### src/sv/fsa_pkg.sv
// Shared types and constants for the fixed-step accumulator.
`timescale 1ns / 1ps

package fsa_pkg;

    // Width of the step count and of the substep limit register.
    localparam int unsigned COUNT_WIDTH = 16;

    // Register reset values.
    localparam logic [63:0] STEP_TICKS_RESET    = 64'd16667;
    localparam logic [63:0] MAX_ACC_TICKS_RESET = 64'd250000;
    localparam logic [COUNT_WIDTH-1:0] MAX_SUBSTEPS_RESET = 16'd8;

    // Register indexes on the configuration port.
    localparam logic [1:0] REG_STEP_TICKS    = 2'd0;
    localparam logic [1:0] REG_MAX_ACC_TICKS = 2'd1;
    localparam logic [1:0] REG_MAX_SUBSTEPS  = 2'd2;

    // Sequencer states.
    typedef enum logic [3:0] {
        ST_IDLE,
        ST_CAP,
        ST_ADD,
        ST_DIV,
        ST_CLAMP,
        ST_MUL,
        ST_APPLY,
        ST_FRAC_INIT,
        ST_FRAC,
        ST_DONE
    } state_t;

endpackage

### src/sv/fixed_step_accumulator_core.sv
// Fixed-step time accumulator: sequencer, shared compare/subtract unit and registers.
`timescale 1ns / 1ps

// Usage
// The input channel (s_valid, s_ready, s_frame_delta) takes one item per rendered
// frame, carrying the frame duration in ticks. The result channel (m_valid, m_ready,
// m_*) returns exactly one item for each input item, in order.
// Configuration (step length, accumulator cap, substep limit) is written through the
// APB-style port, by the user only while the block is idle; the block itself does
// not enforce this. pready is always high.
// The fraction pass is skipped when the retained time is a full step or more, or
// when the step length is zero.
// The block works on one item at a time: a new item is accepted only in the idle
// state, after the previous result has left the sequencer. The pace is set by the
// single shared compare/subtract unit, which runs the quotient (one bit per cycle)
// and the fraction (one fraction bit per cycle), and by the shift-add multiplier
// (one count bit per cycle).
// The output register parts the two sides: a new item is accepted while a finished
// result still waits. If the receiver stalls, the next result is held in the
// sequencer until the output register frees up.
// Reset (aresetn low at a clock edge) clears the accumulator and elapsed time,
// restores the register reset values and empties the output register.
module fixed_step_accumulator_core #(
    parameter int unsigned TIME_WIDTH    = 32,
    parameter int unsigned ELAPSED_WIDTH = 48,
    parameter int unsigned FRACTION_BITS = 16
) (
    input  logic                                  aclk,
    input  logic                                  aresetn,

    input  logic                                  psel,
    input  logic                                  penable,
    input  logic                                  pwrite,
    input  logic [(TIME_WIDTH > 32 ? 5 : 4)-1:0]  paddr,
    input  logic [(TIME_WIDTH > 32 ? 64 : 32)-1:0] pwdata,
    output logic [(TIME_WIDTH > 32 ? 64 : 32)-1:0] prdata,
    output logic                                  pready,

    input  logic                                  s_valid,
    output logic                                  s_ready,
    input  logic [TIME_WIDTH-1:0]                 s_frame_delta,

    output logic                                  m_valid,
    input  logic                                  m_ready,
    output logic [fsa_pkg::COUNT_WIDTH-1:0]       m_step_count,
    output logic [ELAPSED_WIDTH-1:0]              m_first_step_time,
    output logic [TIME_WIDTH-1:0]                 m_dropped_ticks,
    output logic [TIME_WIDTH-1:0]                 m_retained_ticks,
    output logic [FRACTION_BITS:0]                m_blend_fraction
);

    import fsa_pkg::*;

    localparam int unsigned DATA_WIDTH = (TIME_WIDTH > 32) ? 64 : 32;
    localparam int unsigned ADDR_LSB   = (TIME_WIDTH > 32) ? 3 : 2;
    localparam int unsigned PROD_WIDTH = TIME_WIDTH + COUNT_WIDTH;
    localparam int unsigned CMP_WIDTH  = (TIME_WIDTH > COUNT_WIDTH) ? TIME_WIDTH : COUNT_WIDTH;
    localparam int unsigned MAX_ITER_A = (TIME_WIDTH > COUNT_WIDTH) ? TIME_WIDTH : COUNT_WIDTH;
    localparam int unsigned MAX_ITER   = (MAX_ITER_A > FRACTION_BITS) ? MAX_ITER_A
                                                                      : FRACTION_BITS;
    localparam int unsigned ITER_WIDTH = $clog2(MAX_ITER);

    localparam logic [FRACTION_BITS:0] FRAC_ONE = {1'b1, {FRACTION_BITS{1'b0}}};

    // Configuration registers.
    logic [TIME_WIDTH-1:0]  step_reg;
    logic [TIME_WIDTH-1:0]  max_acc_reg;
    logic [COUNT_WIDTH-1:0] max_sub_reg;
    logic                   cfg_write;
    logic [1:0]             cfg_index;

    // Sequencer and datapath registers.
    state_t                   state_reg, state_next;
    logic [ITER_WIDTH-1:0]    iter_reg, iter_next;
    logic [TIME_WIDTH-1:0]    delta_reg, delta_next;
    logic [TIME_WIDTH-1:0]    cap_reg, cap_next;
    logic [TIME_WIDTH-1:0]    dropped_reg, dropped_next;
    logic [TIME_WIDTH-1:0]    acc_reg, acc_next;
    logic [ELAPSED_WIDTH-1:0] elapsed_reg, elapsed_next;
    logic [ELAPSED_WIDTH-1:0] first_reg, first_next;
    logic [TIME_WIDTH-1:0]    quo_reg, quo_next;
    logic [TIME_WIDTH-1:0]    rem_reg, rem_next;
    logic [COUNT_WIDTH-1:0]   count_reg, count_next;
    logic [COUNT_WIDTH-1:0]   mult_reg, mult_next;
    logic [PROD_WIDTH-1:0]    mcand_reg, mcand_next;
    logic [PROD_WIDTH-1:0]    prod_reg, prod_next;
    logic [FRACTION_BITS:0]   frac_reg, frac_next;

    // Output register.
    logic                     out_valid_reg, out_valid_next;
    logic [COUNT_WIDTH-1:0]   out_count_reg, out_count_next;
    logic [ELAPSED_WIDTH-1:0] out_first_reg, out_first_next;
    logic [TIME_WIDTH-1:0]    out_dropped_reg, out_dropped_next;
    logic [TIME_WIDTH-1:0]    out_retained_reg, out_retained_next;
    logic [FRACTION_BITS:0]   out_frac_reg, out_frac_next;

    // Shared compare/subtract unit: trial value against the step length.
    logic [TIME_WIDTH:0]   trial;
    logic [TIME_WIDTH+1:0] trial_diff;
    logic                  trial_ge;

    // Other datapath terms.
    logic [TIME_WIDTH:0]   cap_diff;
    logic                  delta_lt_cap;
    logic                  step_zero;
    logic                  quo_above_limit;

    // ------------------------------------------------------------------
    // Configuration port. A write lands on the access cycle; unused
    // addresses are ignored and read as zero.
    // ------------------------------------------------------------------
    assign pready    = 1'b1;
    assign cfg_write = psel && penable && pwrite && pready;
    assign cfg_index = paddr[ADDR_LSB +: 2];

    always_ff @(posedge aclk) begin
        if (!aresetn) begin
            step_reg    <= TIME_WIDTH'(STEP_TICKS_RESET);
            max_acc_reg <= TIME_WIDTH'(MAX_ACC_TICKS_RESET);
            max_sub_reg <= MAX_SUBSTEPS_RESET;
        end else if (cfg_write) begin
            case (cfg_index)
                REG_STEP_TICKS: begin
                    step_reg <= TIME_WIDTH'(pwdata);
                end
                REG_MAX_ACC_TICKS: begin
                    max_acc_reg <= TIME_WIDTH'(pwdata);
                end
                REG_MAX_SUBSTEPS: begin
                    max_sub_reg <= pwdata[COUNT_WIDTH-1:0];
                end
                default: begin
                end
            endcase
        end
    end

    always_comb begin
        case (cfg_index)
            REG_STEP_TICKS:    prdata = DATA_WIDTH'(step_reg);
            REG_MAX_ACC_TICKS: prdata = DATA_WIDTH'(max_acc_reg);
            REG_MAX_SUBSTEPS:  prdata = DATA_WIDTH'(max_sub_reg);
            default:           prdata = '0;
        endcase
    end

    // ------------------------------------------------------------------
    // Shared unit. During the quotient the next dividend bit is shifted
    // into the partial remainder; during the fraction the remainder is
    // doubled; before the fraction it checks for a full step retained.
    // ------------------------------------------------------------------
    always_comb begin
        case (state_reg)
            ST_DIV:  trial = {rem_reg, quo_reg[TIME_WIDTH-1]};
            ST_FRAC: trial = {rem_reg, 1'b0};
            default: trial = {1'b0, acc_reg};
        endcase
    end

    assign trial_diff = {1'b0, trial} - {2'b00, step_reg};
    assign trial_ge   = ~trial_diff[TIME_WIDTH+1];

    assign cap_diff        = {1'b0, max_acc_reg} - {1'b0, acc_reg};
    assign delta_lt_cap    = delta_reg < cap_reg;
    assign step_zero       = (step_reg == '0);
    assign quo_above_limit = CMP_WIDTH'(quo_reg) > CMP_WIDTH'(max_sub_reg);

    assign s_ready = (state_reg == ST_IDLE);

    // ------------------------------------------------------------------
    // Sequencer: next state and datapath updates.
    // ------------------------------------------------------------------
    always_comb begin
        state_next        = state_reg;
        iter_next         = iter_reg;
        delta_next        = delta_reg;
        cap_next          = cap_reg;
        dropped_next      = dropped_reg;
        acc_next          = acc_reg;
        elapsed_next      = elapsed_reg;
        first_next        = first_reg;
        quo_next          = quo_reg;
        rem_next          = rem_reg;
        count_next        = count_reg;
        mult_next         = mult_reg;
        mcand_next        = mcand_reg;
        prod_next         = prod_reg;
        frac_next         = frac_reg;
        out_valid_next    = out_valid_reg && !m_ready;
        out_count_next    = out_count_reg;
        out_first_next    = out_first_reg;
        out_dropped_next  = out_dropped_reg;
        out_retained_next = out_retained_reg;
        out_frac_next     = out_frac_reg;

        case (state_reg)
            ST_IDLE: begin
                if (s_valid) begin
                    delta_next = s_frame_delta;
                    state_next = ST_CAP;
                end
            end
            ST_CAP: begin
                // Room left under the cap; none when the cap was lowered below
                // the current accumulator.
                cap_next   = cap_diff[TIME_WIDTH] ? '0 : cap_diff[TIME_WIDTH-1:0];
                state_next = ST_ADD;
            end
            ST_ADD: begin
                if (delta_lt_cap) begin
                    acc_next     = acc_reg + delta_reg;
                    dropped_next = '0;
                end else begin
                    acc_next     = acc_reg + cap_reg;
                    dropped_next = delta_reg - cap_reg;
                end
                quo_next   = acc_next;
                rem_next   = '0;
                iter_next  = ITER_WIDTH'(TIME_WIDTH - 1);
                state_next = ST_DIV;
            end
            ST_DIV: begin
                rem_next = trial_ge ? trial_diff[TIME_WIDTH-1:0] : trial[TIME_WIDTH-1:0];
                quo_next = {quo_reg[TIME_WIDTH-2:0], trial_ge};
                if (iter_reg == '0) begin
                    state_next = ST_CLAMP;
                end else begin
                    iter_next = iter_reg - 1'b1;
                end
            end
            ST_CLAMP: begin
                if (step_zero) begin
                    count_next = '0;
                end else if (quo_above_limit) begin
                    count_next = max_sub_reg;
                end else begin
                    count_next = COUNT_WIDTH'(quo_reg);
                end
                mult_next  = count_next;
                mcand_next = PROD_WIDTH'(step_reg);
                prod_next  = '0;
                iter_next  = ITER_WIDTH'(COUNT_WIDTH - 1);
                state_next = ST_MUL;
            end
            ST_MUL: begin
                if (mult_reg[0]) begin
                    prod_next = prod_reg + mcand_reg;
                end
                mcand_next = {mcand_reg[PROD_WIDTH-2:0], 1'b0};
                mult_next  = {1'b0, mult_reg[COUNT_WIDTH-1:1]};
                if (iter_reg == '0) begin
                    state_next = ST_APPLY;
                end else begin
                    iter_next = iter_reg - 1'b1;
                end
            end
            ST_APPLY: begin
                // The executed time never exceeds the accumulator.
                acc_next     = acc_reg - prod_reg[TIME_WIDTH-1:0];
                elapsed_next = elapsed_reg + ELAPSED_WIDTH'(prod_reg);
                if (count_reg != '0) begin
                    first_next = elapsed_reg + ELAPSED_WIDTH'(step_reg);
                end else begin
                    first_next = elapsed_reg;
                end
                state_next = ST_FRAC_INIT;
            end
            ST_FRAC_INIT: begin
                if (step_zero) begin
                    frac_next  = (acc_reg != '0) ? FRAC_ONE : '0;
                    state_next = ST_DONE;
                end else if (trial_ge) begin
                    // A full step or more is left over: the fraction saturates.
                    frac_next  = FRAC_ONE;
                    state_next = ST_DONE;
                end else begin
                    frac_next  = '0;
                    rem_next   = acc_reg;
                    iter_next  = ITER_WIDTH'(FRACTION_BITS - 1);
                    state_next = ST_FRAC;
                end
            end
            ST_FRAC: begin
                rem_next  = trial_ge ? trial_diff[TIME_WIDTH-1:0] : trial[TIME_WIDTH-1:0];
                frac_next = {frac_reg[FRACTION_BITS-1:0], trial_ge};
                if (iter_reg == '0) begin
                    state_next = ST_DONE;
                end else begin
                    iter_next = iter_reg - 1'b1;
                end
            end
            ST_DONE: begin
                if (!out_valid_reg || m_ready) begin
                    out_valid_next    = 1'b1;
                    out_count_next    = count_reg;
                    out_first_next    = first_reg;
                    out_dropped_next  = dropped_reg;
                    out_retained_next = acc_reg;
                    out_frac_next     = frac_reg;
                    state_next        = ST_IDLE;
                end
            end
            default: begin
                state_next = ST_IDLE;
            end
        endcase
    end

    always_ff @(posedge aclk) begin
        if (!aresetn) begin
            state_reg     <= ST_IDLE;
            out_valid_reg <= 1'b0;
            acc_reg       <= '0;
            elapsed_reg   <= '0;
        end else begin
            state_reg     <= state_next;
            out_valid_reg <= out_valid_next;
            acc_reg       <= acc_next;
            elapsed_reg   <= elapsed_next;
        end
    end

    always_ff @(posedge aclk) begin
        iter_reg         <= iter_next;
        delta_reg        <= delta_next;
        cap_reg          <= cap_next;
        dropped_reg      <= dropped_next;
        first_reg        <= first_next;
        quo_reg          <= quo_next;
        rem_reg          <= rem_next;
        count_reg        <= count_next;
        mult_reg         <= mult_next;
        mcand_reg        <= mcand_next;
        prod_reg         <= prod_next;
        frac_reg         <= frac_next;
        out_count_reg    <= out_count_next;
        out_first_reg    <= out_first_next;
        out_dropped_reg  <= out_dropped_next;
        out_retained_reg <= out_retained_next;
        out_frac_reg     <= out_frac_next;
    end

    assign m_valid           = out_valid_reg;
    assign m_step_count      = out_count_reg;
    assign m_first_step_time = out_first_reg;
    assign m_dropped_ticks   = out_dropped_reg;
    assign m_retained_ticks  = out_retained_reg;
    assign m_blend_fraction  = out_frac_reg;

endmodule

### config.mk
export PLATFORM = sky130hd
export DESIGN_NAME = fixed_step_accumulator_core
export DESIGN_NICKNAME = d
export VERILOG_FILES = /design/src/sv/fsa_pkg.sv /design/src/sv/fixed_step_accumulator_core.sv
export SDC_FILE = /design/constraint.sdc
export NUM_CORES = 2
export LEC_CHECK = 0
export BUFFER_PORTS_ARGS = -buffer_cell sky130_fd_sc_hd__buf_2
export CAP_MARGIN = 40
export CORE_MARGIN = 8
export CORE_UTILIZATION = 40
export CTS_CLUSTER_SIZE = 40
export DETAILED_ROUTE_END_ITERATION = 8
export PLACE_DENSITY_LB_ADDON = 0.1
export SLEW_MARGIN = 20
export SYNTH_ARGS = -nofsm -noshare
export SYNTH_HDL_FRONTEND = slang
export SYNTH_SLANG_ARGS = --single-unit
### constraint.sdc
create_clock -name aclk -period 13.45 [get_ports aclk]
set_input_delay 1.345 -clock aclk [delete_from_list [all_inputs] [get_ports aclk]]
set_output_delay 1.345 -clock aclk [all_outputs]
set_load 0.03 [all_outputs]
==> reports/metrics.yaml <==
sta:
  worst_pin_slew_ns: 0.912
  slew_viol_final: 0
  timing.final.crit_share_pct: 53.3
  rsz0062_at_grt: "no"
  setup_viol: 0
  fin_crit_ns: 7.16
  max_clock_freq_mhz: 140
  skew_ns: 0.0337
  setup_tns_ns: 0
  hold_viol: 0
  slew_headroom_pct: 38.7
drt:
  routed-via-count: 31700
  routed_via_density: 5.43
  wire_per_inst_um: 21.2
  first_iter_violations: 2600
  wl_um: 124000
  drc: 0
  first_pass_iters: 6
  drtAntennaViolNets: 0
clock_tree:
  cts_resized: 0
  clkTransAtPathRegs_ns: 0.06
  cts-root-buf: "clkbuf_16"
  ctsLongestPathBuffers: 3
  htree_levels: 3
  cts_setup_buffers: 0
  clock_latency_ns: 0.67
  cts_sinks: 668
  cts_hold_buf: 0
  tritoncts: "built"
  cts_made_buffers: 82
synth:
  synth.distinct_cells: 80
  syn_area_um2: 40300
  yosys.area.top_type: "edfxtp_1"
  syn_area_per_cell_um2: 9.49
  synthesis.nets: 4627
  ys_ff_latch: 668
  yosys-top-cells-area: "edfxtp_1, ha_1, dfxtp_1"
  synthCells: 4242
  synth_top_flop_cell: "edfxtp_1"
  yosys_warnings: 0
  async_flop_share_pct: 0
  synth_edf_count: 503
  ys_seq_area_share_pct: 45.7
  yosys.area.top_type_share_pct: 37.5
min_path:
  min_to: "m_dropped_ticks[29]"
  hp-class: "reg -> reg"
  worstHoldStart: "dropped_reg[29]"
  holdPathStages: 0
floorplan:
  die_h_um: 333
  start_util_pct: 40.3
  boundaryPins: 255
  die_w_um: 333
  rows: 116
  core-area_um2: 100000
  fp.dieArea_um2: 111000
critical_path:
  arrival_ns: 7.46
  crit_path_start_kind: "flip-flop"
  worst_setup_path_end_kind: "flip-flop"
  r2r_slack_ns: 6.29
  critPathSlowestCell: "clkinv_1"
  cp_num_buf_inv: 6
  cp_max_fo: 67
  r2r_cells: 22
  required_ns: 13.75
  crit_path_frequent_cell: "buf_4"
  reg2reg_from: "state_reg[2]"
  path_class: "reg -> reg"
  critPathTopFamily: "compound AO/OA/AOI/OAI gates"
  cpPeakStageDelay_ns: 0.54
  reg2reg_to: "rem_reg[31]"
  crit_chain: "buf_4 > clkinv_1 > nand2_1 > nor2_4 > buf_4 > nor2_1 > buf_4 > a21o_1 > ha_1 > nor2b_1 > o21ai_0 > a21boi_0 > o41a_1 > a21oi_1 > o21ai_1 > a21o_1 > a211oi_1 > a21oi_1 > a21oi_2 > buf_4 > a311o_1 > buf_4"
  startpoint: "state_reg[2]"
job:
  maxCapViolations: 0
power:
  p_leak_nw: 18.8
  power.density_nw_per_um2: 158
  peakVddDrop_mv: 0.139
finish:
  final_layout_size_suffix_gt1_share_pct: 10.6
  final_util_pct: 46.0
  final_nets: 4851
  syn_to_final_growth_pct: 14.2
global_routing:
  grt_usage_pct: 21.7
  grt_pass1_wl_um: 188000
  grt_pass1_vias: 30600
  antenna_found_initial: 7
  grt_overflow: 0
  grt_max_degree: 90
run_status:
  status: "completed"
placed_design:
  gp_congestion: 0.899
  hpwl_um: 93700
  portBuffers: 251
where the power goes:
| part | total, mW | internal (mW) | switching [mW] |
|---|---|---|---|
| Combinational | 2.33 | 0.887 | 1.44 |
| Sequential | 2.61 | 2.47 | 0.145 |
| Clock | 2.34 | 1.40 | 0.942 |
routing by layer:
metal  vias up  wire length (um)  track usage, %
met5         -                13               0
met4         2              3490            6.55
met3       144              8070            4.18
met2       879             51000            31.8
met1     14900             61100            32.0
li1      15800                 -               -
worst max path at each step:
stage / endpoint / depth (start not counted)
final: rem_reg[31] / 22
after global routing: iter_reg[4] / 22
after CTS: rem_reg[31] / 22
after detailed placement: rem_reg[31] / 22
after global placement: rem_reg[30] / 22
after floorplan: m_blend_fraction[0] / 2
metrics by stage:
| step | hold slack, ns | instance area (um^2) | instances | power (mW) | worst slack (ns) |
|---|---|---|---|---|---|
| final | 0.412 | 46000 | 5834 | 7.28 | 6.29 |
| after global routing | 0.422 | 46000 | 5833 | 7.70 | 5.78 |
| after CTS | 0.414 | 45900 | 5830 | 7.33 | 6.32 |
| after detailed placement | 0.405 | 43100 | 5677 | 4.95 | 6.36 |
| after global placement | 0.402 | 42900 | 5668 | 4.93 | 6.42 |
| after floorplan | 0.400 | 40300 | 4242 | 4.30 | 0.731 |
cell usage after synthesis, drive strengths merged, types with 61 or more instances:
library cell / n
nand2: 556
edfxtp: 503
a21oi: 379
o21ai: 349
nor2: 331
ha: 302
inv: 224
a21o: 172
dfxtp: 165
clkbuf: 143
xnor2: 135
xor2: 123
nand3: 75
mux2i: 68
and2: 61
cell usage in the layout (no fill, tap or decap), types with 36 or more instances in the layout:
cell	n
a211oi_1	52
a21o_1	172
a21oi_1	376
and2_1	60
and3_1	42
buf_2	252
buf_4	43
clkbuf_16	83
dfxtp_1	164
edfxtp_1	503
ha_1	302
inv_1	221
mux2i_1	68
nand2_1	554
nand2b_1	53
nand3_1	75
nand4_1	36
nor2_1	326
nor2b_1	42
nor3_1	43
o21a_1	36
o21ai_0	346
xnor2_1	135
xor2_1	123
cells by family (layout without fill, tap and decap cells):
group / Yosys count / in the layout / synth area share [%]
multiplexers: 68 / 68 / 1.69
AO/OA/AOI/OAI: 1211 / 1211 / 18.5
adder cells (fa/ha/maj): 310 / 310 / 9.78
other: 1 / 2 / 0.00932
XOR/XNOR: 258 / 258 / 5.61
flip-flops: 668 / 668 / 45.7
AND/OR/NAND/NOR: 1336 / 1336 / 15.0
buffers and inverters: 390 / 683 / 3.66
final cells by class:
type,instances,area (um^2)
fill,9672,54000
clock buffer,101,2180
inverter,226,852
sequential,668,18400
tap,1298,1620
multi-input combinational,3184,20500
antenna,1,2.50
clock inverter,52,658
timing repair buffer,304,1780
No activity file was read; power rests on OpenSTA's default activity.
